$ cat config.mk
export PLATFORM = sky130hd
export DESIGN_NAME = message_ring_queue_with_stats_unit_flat
export DESIGN_NICKNAME = d
export VERILOG_FILES = /design/src/sv/mrq_pkg.sv /design/src/sv/mrq_req_if.sv /design/src/sv/mrq_rsp_if.sv /design/src/sv/message_ring_queue_with_stats_unit.sv /design/src/flat_wrapper.sv
export SDC_FILE = /design/constraint.sdc
export NUM_CORES = 1
export LEC_CHECK = 0
export BUFFER_PORTS_ARGS = -buffer_cell sky130_fd_sc_hd__buf_4
export CAP_MARGIN = 20
export CELL_PAD_IN_SITES_DETAIL_PLACEMENT = 2
export CELL_PAD_IN_SITES_GLOBAL_PLACEMENT = 2
export CORE_AREA = 2 2 414 416
export CTS_BUF_LIST = sky130_fd_sc_hd__clkbuf_8
export DETAILED_ROUTE_END_ITERATION = 8
export DIE_AREA = 0 0 416 418
export MAX_ROUTING_LAYER = met4
export PLACE_DENSITY_LB_ADDON = 0.1
export SKIP_LAST_GASP = 1
export SLEW_MARGIN = 20
export SYNTH_ARGS = -nofsm -noshare
export SYNTH_HDL_FRONTEND = slang
export SYNTH_SLANG_ARGS = --single-unit
$ cat constraint.sdc
create_clock -name clk_i -period 6.1 [get_ports clk_i]
set_input_delay 1.22 -clock clk_i [delete_from_list [all_inputs] [get_ports clk_i]]
set_output_delay 1.22 -clock clk_i [all_outputs]
set_load 0.01 [all_outputs]
$ cat src/sv/mrq_pkg.sv
// ----------------------------------------------------------------------------
// mrq_pkg: shared types and constants of the message ring queue
// Field widths, request and status codes, and the byte mask used to cut a
// stored message down to its length.
// ----------------------------------------------------------------------------
package mrq_pkg;

  localparam int unsigned ModeW = 2;
  localparam int unsigned DataW = 64;
  localparam int unsigned LenW  = 4;
  localparam int unsigned StatW = 2;
  localparam int unsigned CfgW  = 5;
  localparam int unsigned CntW  = 32;

  // Ring size after reset
  localparam logic [CfgW-1:0] RingCfgRst = 5'd16;

  typedef enum logic [ModeW-1:0] {
    MODE_ENQ = 2'd0,
    MODE_DEQ = 2'd1,
    MODE_CLR = 2'd2
  } mode_e;

  typedef enum logic [StatW-1:0] {
    ST_OK      = 2'd0,
    ST_FULL    = 2'd1,
    ST_EMPTY   = 2'd2,
    ST_TOOLONG = 2'd3
  } status_e;

  // Keep bytes below len, zero the rest
  function automatic logic [DataW-1:0] byte_mask(input logic [LenW-1:0] len);
    logic [DataW-1:0] m;
    m = '0;
    for (int b = 0; b < DataW / 8; b++) begin
      if (LenW'(b) < len) begin
        m[b*8 +: 8] = 8'hFF;
      end
    end
    return m;
  endfunction

endpackage

$ cat src/sv/mrq_req_if.sv
// ----------------------------------------------------------------------------
// mrq_req_if: request channel of the message ring queue
// Valid/ready channel carrying one request word: mode, message bytes, length.
// ----------------------------------------------------------------------------
interface mrq_req_if;
  import mrq_pkg::*;

  logic             valid;
  logic             ready;
  logic [ModeW-1:0] mode;
  logic [DataW-1:0] msg_data;
  logic [LenW-1:0]  msg_len;

  modport source(output valid, mode, msg_data, msg_len, input ready);
  modport sink(input valid, mode, msg_data, msg_len, output ready);

endinterface

$ cat src/sv/mrq_rsp_if.sv
// ----------------------------------------------------------------------------
// mrq_rsp_if: result channel of the message ring queue
// Valid/ready channel carrying one result word: status, dequeued message and
// the four event counters.
// ----------------------------------------------------------------------------
interface mrq_rsp_if;
  import mrq_pkg::*;

  logic             valid;
  logic             ready;
  logic [StatW-1:0] status;
  logic [DataW-1:0] out_data;
  logic [LenW-1:0]  out_len;
  logic [CntW-1:0]  full_count;
  logic [CntW-1:0]  empty_count;
  logic [CntW-1:0]  accepted_count;
  logic [CntW-1:0]  delivered_count;

  modport source(output valid, status, out_data, out_len, full_count, empty_count,
                 accepted_count, delivered_count, input ready);
  modport sink(input valid, status, out_data, out_len, full_count, empty_count,
               accepted_count, delivered_count, output ready);

endinterface

$ cat src/sv/message_ring_queue_with_stats_unit.sv
// Message ring queue with event counters. Each request word (enqueue, dequeue
// or clear pointers) is taken on acceptance and its result word appears on the
// next cycle from the output register; a new request is taken every cycle as
// long as the result side keeps up. The rate is set by the slot memories,
// which take one write and one registered read of the head slot per cycle.
// After reset the block zeroes every slot of the length memory and
// takes no request until that pass is done; ring size writes are taken at
// any time. The ring size is clamped to 2..MAX_SLOTS, and one slot
// always stays empty, so the capacity is the ring size minus one.
// ----------------------------------------------------------------------------
// message_ring_queue_with_stats_unit: circular message queue with statistics
// Head/tail pointer control, slot memories for data and length, a result
// register and four wrapping 32-bit event counters.
// ----------------------------------------------------------------------------
module message_ring_queue_with_stats_unit #(
  parameter int unsigned MAX_SLOTS = 16,
  parameter int unsigned MSG_BYTES = 8
) (
  input  logic                     clk_i,
  input  logic                     rst_ni,
  input  logic                     cfg_we_i,
  input  logic [mrq_pkg::CfgW-1:0] cfg_wdata_i,
  mrq_req_if.sink                  req_i,
  mrq_rsp_if.source                rsp_o
);
  import mrq_pkg::*;

  localparam int unsigned PtrW = $clog2(MAX_SLOTS);
  localparam int unsigned SzW  = ((PtrW > CfgW) ? PtrW : CfgW) + 1;
  localparam int unsigned MsgW = 8 * MSG_BYTES;
  localparam logic [SzW-1:0]  MaxSz    = SzW'(MAX_SLOTS);
  localparam logic [SzW-1:0]  MinSz    = SzW'(2);
  localparam logic [LenW-1:0] MaxLen   = LenW'(MSG_BYTES);
  localparam logic [PtrW-1:0] LastSlot = PtrW'(MAX_SLOTS - 1);

  // Slot memories
  logic [MsgW-1:0] data_mem [MAX_SLOTS];
  logic [LenW-1:0] len_mem  [MAX_SLOTS];

  // Control and counter state
  logic [CfgW-1:0] ring_cfg_q;
  logic [PtrW-1:0] head_q, head_d, tail_q, tail_d;
  logic [CntW-1:0] full_cnt_q, full_cnt_d;
  logic [CntW-1:0] empty_cnt_q, empty_cnt_d;
  logic [CntW-1:0] acc_cnt_q, acc_cnt_d;
  logic [CntW-1:0] dlv_cnt_q, dlv_cnt_d;
  logic            clr_busy_q;
  logic [PtrW-1:0] clr_idx_q;

  // Result register
  logic            rsp_valid_q, rsp_valid_d;
  status_e         status_q, status_d;
  logic            deq_q;
  logic [MsgW-1:0] rd_data_q;
  logic [LenW-1:0] rd_len_q;

  logic            accept;
  logic            enq_ok, deq_ok;
  logic [SzW-1:0]  cfg_ext, ring_sz;
  logic [SzW-1:0]  head_inc, tail_inc;
  logic [PtrW-1:0] head_nxt, tail_nxt;
  logic            q_full, q_empty;
  logic [DataW-1:0] len_mask;

  // Hold requests off during the clearing pass and while a result waits
  assign req_i.ready = !clr_busy_q && (!rsp_valid_q || rsp_o.ready);
  assign accept      = req_i.valid && req_i.ready;

  // Clamp the ring size
  always_comb begin
    cfg_ext = SzW'(ring_cfg_q);
    if (cfg_ext < MinSz) begin
      ring_sz = MinSz;
    end else if (cfg_ext > MaxSz) begin
      ring_sz = MaxSz;
    end else begin
      ring_sz = cfg_ext;
    end
  end

  // Advance pointers with wrap at the ring size
  always_comb begin
    head_inc = SzW'(head_q) + SzW'(1);
    tail_inc = SzW'(tail_q) + SzW'(1);
    head_nxt = (head_inc >= ring_sz) ? '0 : head_inc[PtrW-1:0];
    tail_nxt = (tail_inc >= ring_sz) ? '0 : tail_inc[PtrW-1:0];
    q_full   = (tail_nxt == head_q);
    q_empty  = (head_q == tail_q);
  end

  // Decode the request and update pointers and counters
  always_comb begin
    head_d      = head_q;
    tail_d      = tail_q;
    full_cnt_d  = full_cnt_q;
    empty_cnt_d = empty_cnt_q;
    acc_cnt_d   = acc_cnt_q;
    dlv_cnt_d   = dlv_cnt_q;
    status_d    = ST_OK;
    enq_ok      = 1'b0;
    deq_ok      = 1'b0;
    if (accept) begin
      case (mode_e'(req_i.mode))
        MODE_ENQ: begin
          if (req_i.msg_len > MaxLen) begin
            status_d = ST_TOOLONG;
          end else if (q_full) begin
            status_d   = ST_FULL;
            full_cnt_d = full_cnt_q + CntW'(1);
          end else begin
            enq_ok    = 1'b1;
            tail_d    = tail_nxt;
            acc_cnt_d = acc_cnt_q + CntW'(1);
          end
        end
        MODE_DEQ: begin
          if (q_empty) begin
            status_d    = ST_EMPTY;
            empty_cnt_d = empty_cnt_q + CntW'(1);
          end else begin
            deq_ok    = 1'b1;
            head_d    = head_nxt;
            dlv_cnt_d = dlv_cnt_q + CntW'(1);
          end
        end
        MODE_CLR: begin
          head_d = '0;
          tail_d = '0;
        end
        default: begin
        end
      endcase
    end
  end

  // Raise result valid on accept, drop it once taken
  always_comb begin
    if (accept) begin
      rsp_valid_d = 1'b1;
    end else if (rsp_o.ready) begin
      rsp_valid_d = 1'b0;
    end else begin
      rsp_valid_d = rsp_valid_q;
    end
  end

  // Control registers
  always_ff @(posedge clk_i or negedge rst_ni) begin
    if (!rst_ni) begin
      ring_cfg_q  <= RingCfgRst;
      head_q      <= '0;
      tail_q      <= '0;
      full_cnt_q  <= '0;
      empty_cnt_q <= '0;
      acc_cnt_q   <= '0;
      dlv_cnt_q   <= '0;
      rsp_valid_q <= 1'b0;
    end else begin
      if (cfg_we_i) begin
        ring_cfg_q <= cfg_wdata_i;
      end
      head_q      <= head_d;
      tail_q      <= tail_d;
      full_cnt_q  <= full_cnt_d;
      empty_cnt_q <= empty_cnt_d;
      acc_cnt_q   <= acc_cnt_d;
      dlv_cnt_q   <= dlv_cnt_d;
      rsp_valid_q <= rsp_valid_d;
    end
  end

  // Sweep the length memory to zero after reset
  always_ff @(posedge clk_i or negedge rst_ni) begin
    if (!rst_ni) begin
      clr_busy_q <= 1'b1;
      clr_idx_q  <= '0;
    end else if (clr_busy_q) begin
      if (clr_idx_q == LastSlot) begin
        clr_busy_q <= 1'b0;
      end else begin
        clr_idx_q <= clr_idx_q + PtrW'(1);
      end
    end
  end

  // Capture result status
  always_ff @(posedge clk_i) begin
    if (accept) begin
      status_q <= status_d;
      deq_q    <= deq_ok;
    end
  end

  // Data memory: write at tail, registered read at head
  always_ff @(posedge clk_i) begin
    if (enq_ok) begin
      data_mem[tail_q] <= req_i.msg_data[MsgW-1:0];
    end
    if (accept) begin
      rd_data_q <= data_mem[head_q];
    end
  end

  // Length memory: clear sweep, write on enqueue, zero on dequeue
  always_ff @(posedge clk_i) begin
    if (clr_busy_q) begin
      len_mem[clr_idx_q] <= '0;
    end else if (enq_ok) begin
      len_mem[tail_q] <= req_i.msg_len;
    end else if (deq_ok) begin
      len_mem[head_q] <= '0;
    end
    if (accept) begin
      rd_len_q <= len_mem[head_q];
    end
  end

  // Drive the result word; cut the message to its length
  assign len_mask = byte_mask(rd_len_q);

  assign rsp_o.valid           = rsp_valid_q;
  assign rsp_o.status          = status_q;
  assign rsp_o.out_len         = deq_q ? rd_len_q : '0;
  assign rsp_o.out_data        = deq_q ? DataW'(rd_data_q & len_mask[MsgW-1:0]) : '0;
  assign rsp_o.full_count      = full_cnt_q;
  assign rsp_o.empty_count     = empty_cnt_q;
  assign rsp_o.accepted_count  = acc_cnt_q;
  assign rsp_o.delivered_count = dlv_cnt_q;

endmodule
$ cat src/flat_wrapper.sv
// flat-port wrapper written by rule: the top's interface ports become plain ports
module message_ring_queue_with_stats_unit_flat import mrq_pkg::*;
#(
  parameter int unsigned MAX_SLOTS = 16,
  parameter int unsigned MSG_BYTES = 8
)
  (clk_i, rst_ni, cfg_we_i, cfg_wdata_i, req_i_valid, req_i_mode, req_i_msg_data, req_i_msg_len, req_i_ready, rsp_o_valid, rsp_o_status, rsp_o_out_data, rsp_o_out_len, rsp_o_full_count, rsp_o_empty_count, rsp_o_accepted_count, rsp_o_delivered_count, rsp_o_ready);
  mrq_req_if req_i_i ();
  mrq_rsp_if rsp_o_i ();
  input  logic clk_i;
  input  logic rst_ni;
  input  logic cfg_we_i;
  input  logic [mrq_pkg::CfgW-1:0] cfg_wdata_i;
  input wire logic [$bits(req_i_i.valid)-1:0] req_i_valid;
  input wire logic [$bits(req_i_i.mode)-1:0] req_i_mode;
  input wire logic [$bits(req_i_i.msg_data)-1:0] req_i_msg_data;
  input wire logic [$bits(req_i_i.msg_len)-1:0] req_i_msg_len;
  output wire logic [$bits(req_i_i.ready)-1:0] req_i_ready;
  output wire logic [$bits(rsp_o_i.valid)-1:0] rsp_o_valid;
  output wire logic [$bits(rsp_o_i.status)-1:0] rsp_o_status;
  output wire logic [$bits(rsp_o_i.out_data)-1:0] rsp_o_out_data;
  output wire logic [$bits(rsp_o_i.out_len)-1:0] rsp_o_out_len;
  output wire logic [$bits(rsp_o_i.full_count)-1:0] rsp_o_full_count;
  output wire logic [$bits(rsp_o_i.empty_count)-1:0] rsp_o_empty_count;
  output wire logic [$bits(rsp_o_i.accepted_count)-1:0] rsp_o_accepted_count;
  output wire logic [$bits(rsp_o_i.delivered_count)-1:0] rsp_o_delivered_count;
  input wire logic [$bits(rsp_o_i.ready)-1:0] rsp_o_ready;
  assign req_i_i.valid = req_i_valid;
  assign req_i_i.mode = req_i_mode;
  assign req_i_i.msg_data = req_i_msg_data;
  assign req_i_i.msg_len = req_i_msg_len;
  assign req_i_ready = req_i_i.ready;
  assign rsp_o_valid = rsp_o_i.valid;
  assign rsp_o_status = rsp_o_i.status;
  assign rsp_o_out_data = rsp_o_i.out_data;
  assign rsp_o_out_len = rsp_o_i.out_len;
  assign rsp_o_full_count = rsp_o_i.full_count;
  assign rsp_o_empty_count = rsp_o_i.empty_count;
  assign rsp_o_accepted_count = rsp_o_i.accepted_count;
  assign rsp_o_delivered_count = rsp_o_i.delivered_count;
  assign rsp_o_i.ready = rsp_o_ready;
  message_ring_queue_with_stats_unit #(.MAX_SLOTS(MAX_SLOTS), .MSG_BYTES(MSG_BYTES)) u_core (.clk_i(clk_i), .rst_ni(rst_ni), .cfg_we_i(cfg_we_i), .cfg_wdata_i(cfg_wdata_i), .req_i(req_i_i), .rsp_o(rsp_o_i));
endmodule
==> flow_metrics.py <==
metrics = {
    "run_status": {
        "status": "completed",
    },
    "floorplan": {
        "initial_core_util_pct": 29.94,
        "row_count": 151,
        "fp.dieW_um": 416,
        "fp.dieH_um": 418,
        "dieArea_um2": 173900,
        "core_um2": 169100,
        "ioPinCount": 280,
    },
    "detailed_routing": {
        "viasPerCell": 4.789,
        "drtIter0Drc": 1657,
        "wl_um": 143100,
        "wl_per_cell_um": 27.36,
        "via_count": 25050,
        "first_pass_iters": 6,
        "drtAntennaViolNets": 0,
        "drcViolationCount": 0,
    },
    "sta": {
        "rsz0062_at_grt": "no",
        "final_max_slew_viol_count": 0,
        "fmax_ghz": 0.2029,
        "hold_viol": 0,
        "relSlewSlack_pct": 30.24,
        "finalSetupViolations": 0,
        "finClkSkew_ns": 0.06874,
        "final.setup.tns_ns": 0,
        "period_share_pct": 80.81,
        "fin_crit_ns": 4.929,
        "tightest_slew_ns": 1.046,
    },
    "synthesis": {
        "netlist_area_um2": 50630,
        "synth-edff-count": 1159,
        "synthCells": 2361,
        "ys_ff_latch": 1306,
        "netlist.area_leader.share_pct": 68.74,
        "ys_seq_area_share_pct": 76.02,
        "yosysMostFrequentCell": "edfxtp_1",
        "synth_nets": 2461,
        "synth_ff_type": "edfxtp_1",
        "synth_area_leader_cell": "edfxtp_1",
        "yosysUniqueCellTypes": 57,
        "synth_area_per_cell_um2": 21.44,
        "synth_common_cells": "1159 x edfxtp_1, 340 x mux4_2, 145 x dfrtp_1, 74 x and2_1, 71 x xnor2_1",
        "synth_area_leaders": "edfxtp_1 69%, mux4_2 15%, dfrtp_1 7.2%",
        "synthArstFlopShare_pct": 11.26,
        "synth.yosys.warnings": 0,
    },
    "clock_tree": {
        "htreeDepth": 4,
        "cts_hold_buf": 0,
        "cts.clk_slew.worst_paths_ns": 0.06,
        "cts_sinks": 1306,
        "clock_path_buffers": 3,
        "cts_tree": "yes",
        "cts_root_buf": "clkbuf_8",
        "cts_buffers": 226,
        "ctsResizeCount": 0,
        "clk_latency_ns": 0.95,
        "cts_setup_buffers": 0,
    },
    "placed_design": {
        "gp_congestion": 0.7558,
        "post_dp_cell_area_um2": 55720,
        "hpwl_um": 86250,
        "io_buffers": 279,
    },
    "grt": {
        "antenna_found_initial": 14,
        "grt_util_all_layers_pct": 17.08,
        "grt_remaining_overflow": 0,
        "grt_pass1_vias": 28290,
        "grt_max_degree": 119,
        "grt_pass1_wl_um": 208500,
    },
    "power_and_ir_drop": {
        "cellPowerDensity_nw_per_um2": 357.8,
        "peakVddDrop_uv": 310.6,
        "leakagePower_nw": 20.36,
    },
    "hold_path": {
        "holdCritPathClass": "input pin to async pin",
    },
    "critical_path": {
        "cp_max_fo": 29,
        "crit_arrival_ns": 5.54,
        "critical_path_class": "register to register",
        "cp_slowest_cell": "a41oi_2",
        "cpMostUsedCell": "ha_1",
        "reg2reg_from": "u_core.tail_q[1]",
        "crit_family": "compound AO/OA/AOI/OAI gates",
        "critPathBufInv": 1,
        "startpoint": "u_core.tail_q[1]",
        "cp-end-kind": "register",
        "cp_cell_sequence": "ha_1, nor2b_1, or2_1, ha_1, a21o_1, a21oi_1, o211ai_1, xor2_1, a41oi_2, and3_1, and2_4, buf_4",
        "worstPathRequired_ns": 6.72,
        "startpoint_type": "register",
        "slowest_delay_ns": 0.82,
    },
    "cells_and_area": {
        "syn_to_final_growth_pct": 18.89,
        "fin_nets": 2917,
        "fin_area_um2": 60190,
        "final_layout_size_suffix_gt1_share_pct": 33.51,
    },
    "run": {
        "drv_cap": 0,
    },
}
==> worst paths after layout <==
| kind | end | slack [ns] | cells after the start |
|---|---|---|---|
| max reg2reg | u_core.data_mem[15][1] | 1.17 | 12 |
| max in group asynchronous | u_core.rsp_o.delivered_count[25] | 4.69 | 2 |
| min reg2reg | u_core.rsp_o.accepted_count[31] | 0.47 | 1 |
| min | u_core.rsp_o.empty_count[10] | 0.22 | 1 |
| max | u_core.data_mem[15][1] | 1.17 | 12 |
| min in group clk_i | u_core.rsp_o.accepted_count[31] | 0.47 | 1 |
==> placed cells by master (no fill, tap or decap), types with 6 or more instances in the layout <==
cell / n
nand4_1: 19
a21oi_1: 10
bufinv_16: 13
o21ai_0: 9
buf_12: 18
and2_4: 16
diode_2: 8
nor2_1: 47
mux4_2: 340
and2_1: 58
clkbuf_8: 234
edfxtp_1: 1159
ha_1: 20
nand3_1: 43
xor2_1: 67
clkinv_2: 36
clkinv_1: 62
xnor2_1: 71
inv_1: 78
mux2_2: 9
o211ai_1: 6
nand2_1: 69
a21o_1: 8
nor3_1: 32
and3_1: 37
nor2b_1: 22
dfrtp_1: 141
nor4_1: 12
buf_4: 301
==> layer usage <==
layer	up-vias	global-route usage, %	wire length, µm
met1	13590	21.63	62210
met4	0	4.863	3433
li1	10640	-	-
met3	249	3.047	5236
met5	-	-	0
met2	574	28.20	72220
==> cells by family after synthesis <==
kind of cell             share of synthesized area [%]
flip-flops                                       76.02
AND/OR/NAND/NOR                                  4.172
multiplexers                                     15.33
XOR/XNOR                                         2.387
buffers and inverters                           0.8921
AO/OA/AOI/OAI                                   0.7143
adder cells (fa/ha/maj)                         0.4943
==> layout make-up <==
cell class | instances | area (µm²)
Fill cell | 16330 | 108900
Sequential cell | 1306 | 38500
Multi-Input combinational cell | 942 | 11740
Clock buffer | 234 | 3221
Tap cell | 2218 | 2775
Timing Repair Buffer | 320 | 2631
Clock inverter | 182 | 1226
Inverter | 21 | 81.33
Antenna cell | 8 | 20.02
==> worst register-to-register path, delay by kind of cell, from the launching register on <==
| family | cells | cell delay, ns |
|---|---|---|
| adders and majority gates | 2 | 0.63 |
| and+or+nand+nor | 4 | 1.44 |
| buffers and inverters | 1 | 0.35 |
| AOI/OAI and AO/OA | 4 | 1.50 |
| DFF | 1 | 0.48 |
| xor gates and xnor gates | 1 | 0.22 |
==> per-stage QoR <==
stage,hold slack [ns],total power [mW],utilization [%],std cells,setup slack (ns)
2_1_floorplan,0.4675,12.55,-,2361,1.478
3_3_place_gp,0.4632,13.87,32.95,4807,1.231
6_report,0.2164,21.54,35.60,5231,1.171
5_1_grt,0.1682,22.53,35.60,5231,0.7922
4_1_cts,0.1444,22.01,35.58,5223,1.041
3_5_place_dp,0.4670,13.92,32.95,4807,1.155
==> registers in the layout, summed over array words and instances, names as in the netlist <==
name / cells
u_core.clr_idx_q: 4
u_core.rd_data_q: 64
u_core.data_mem: 1024
u_core.ring_cfg_q: 5
u_core.rsp_o.accepted_count: 32
u_core.deq_q: 1
u_core.tail_q: 4
u_core.head_q: 4
u_core.rsp_o.full_count: 32
u_core.rsp_o.valid: 1
u_core.len_mem: 64
u_core.rsp_o.status: 2
u_core.clr_busy_q: 1
u_core.rsp_o.empty_count: 32
u_core.rsp_o.delivered_count: 32
u_core.rd_len_q: 4
==> power by group <==
| part | switching, mW | internal (mW) | leakage, nW |
|---|---|---|---|
| registers | 0.220 | 9.97 | 12.5 |
| logic | 1.73 | 1.67 | 5.40 |
| clock network | 3.79 | 4.15 | 2.51 |
No activity file was read; power rests on OpenSTA's default activity.
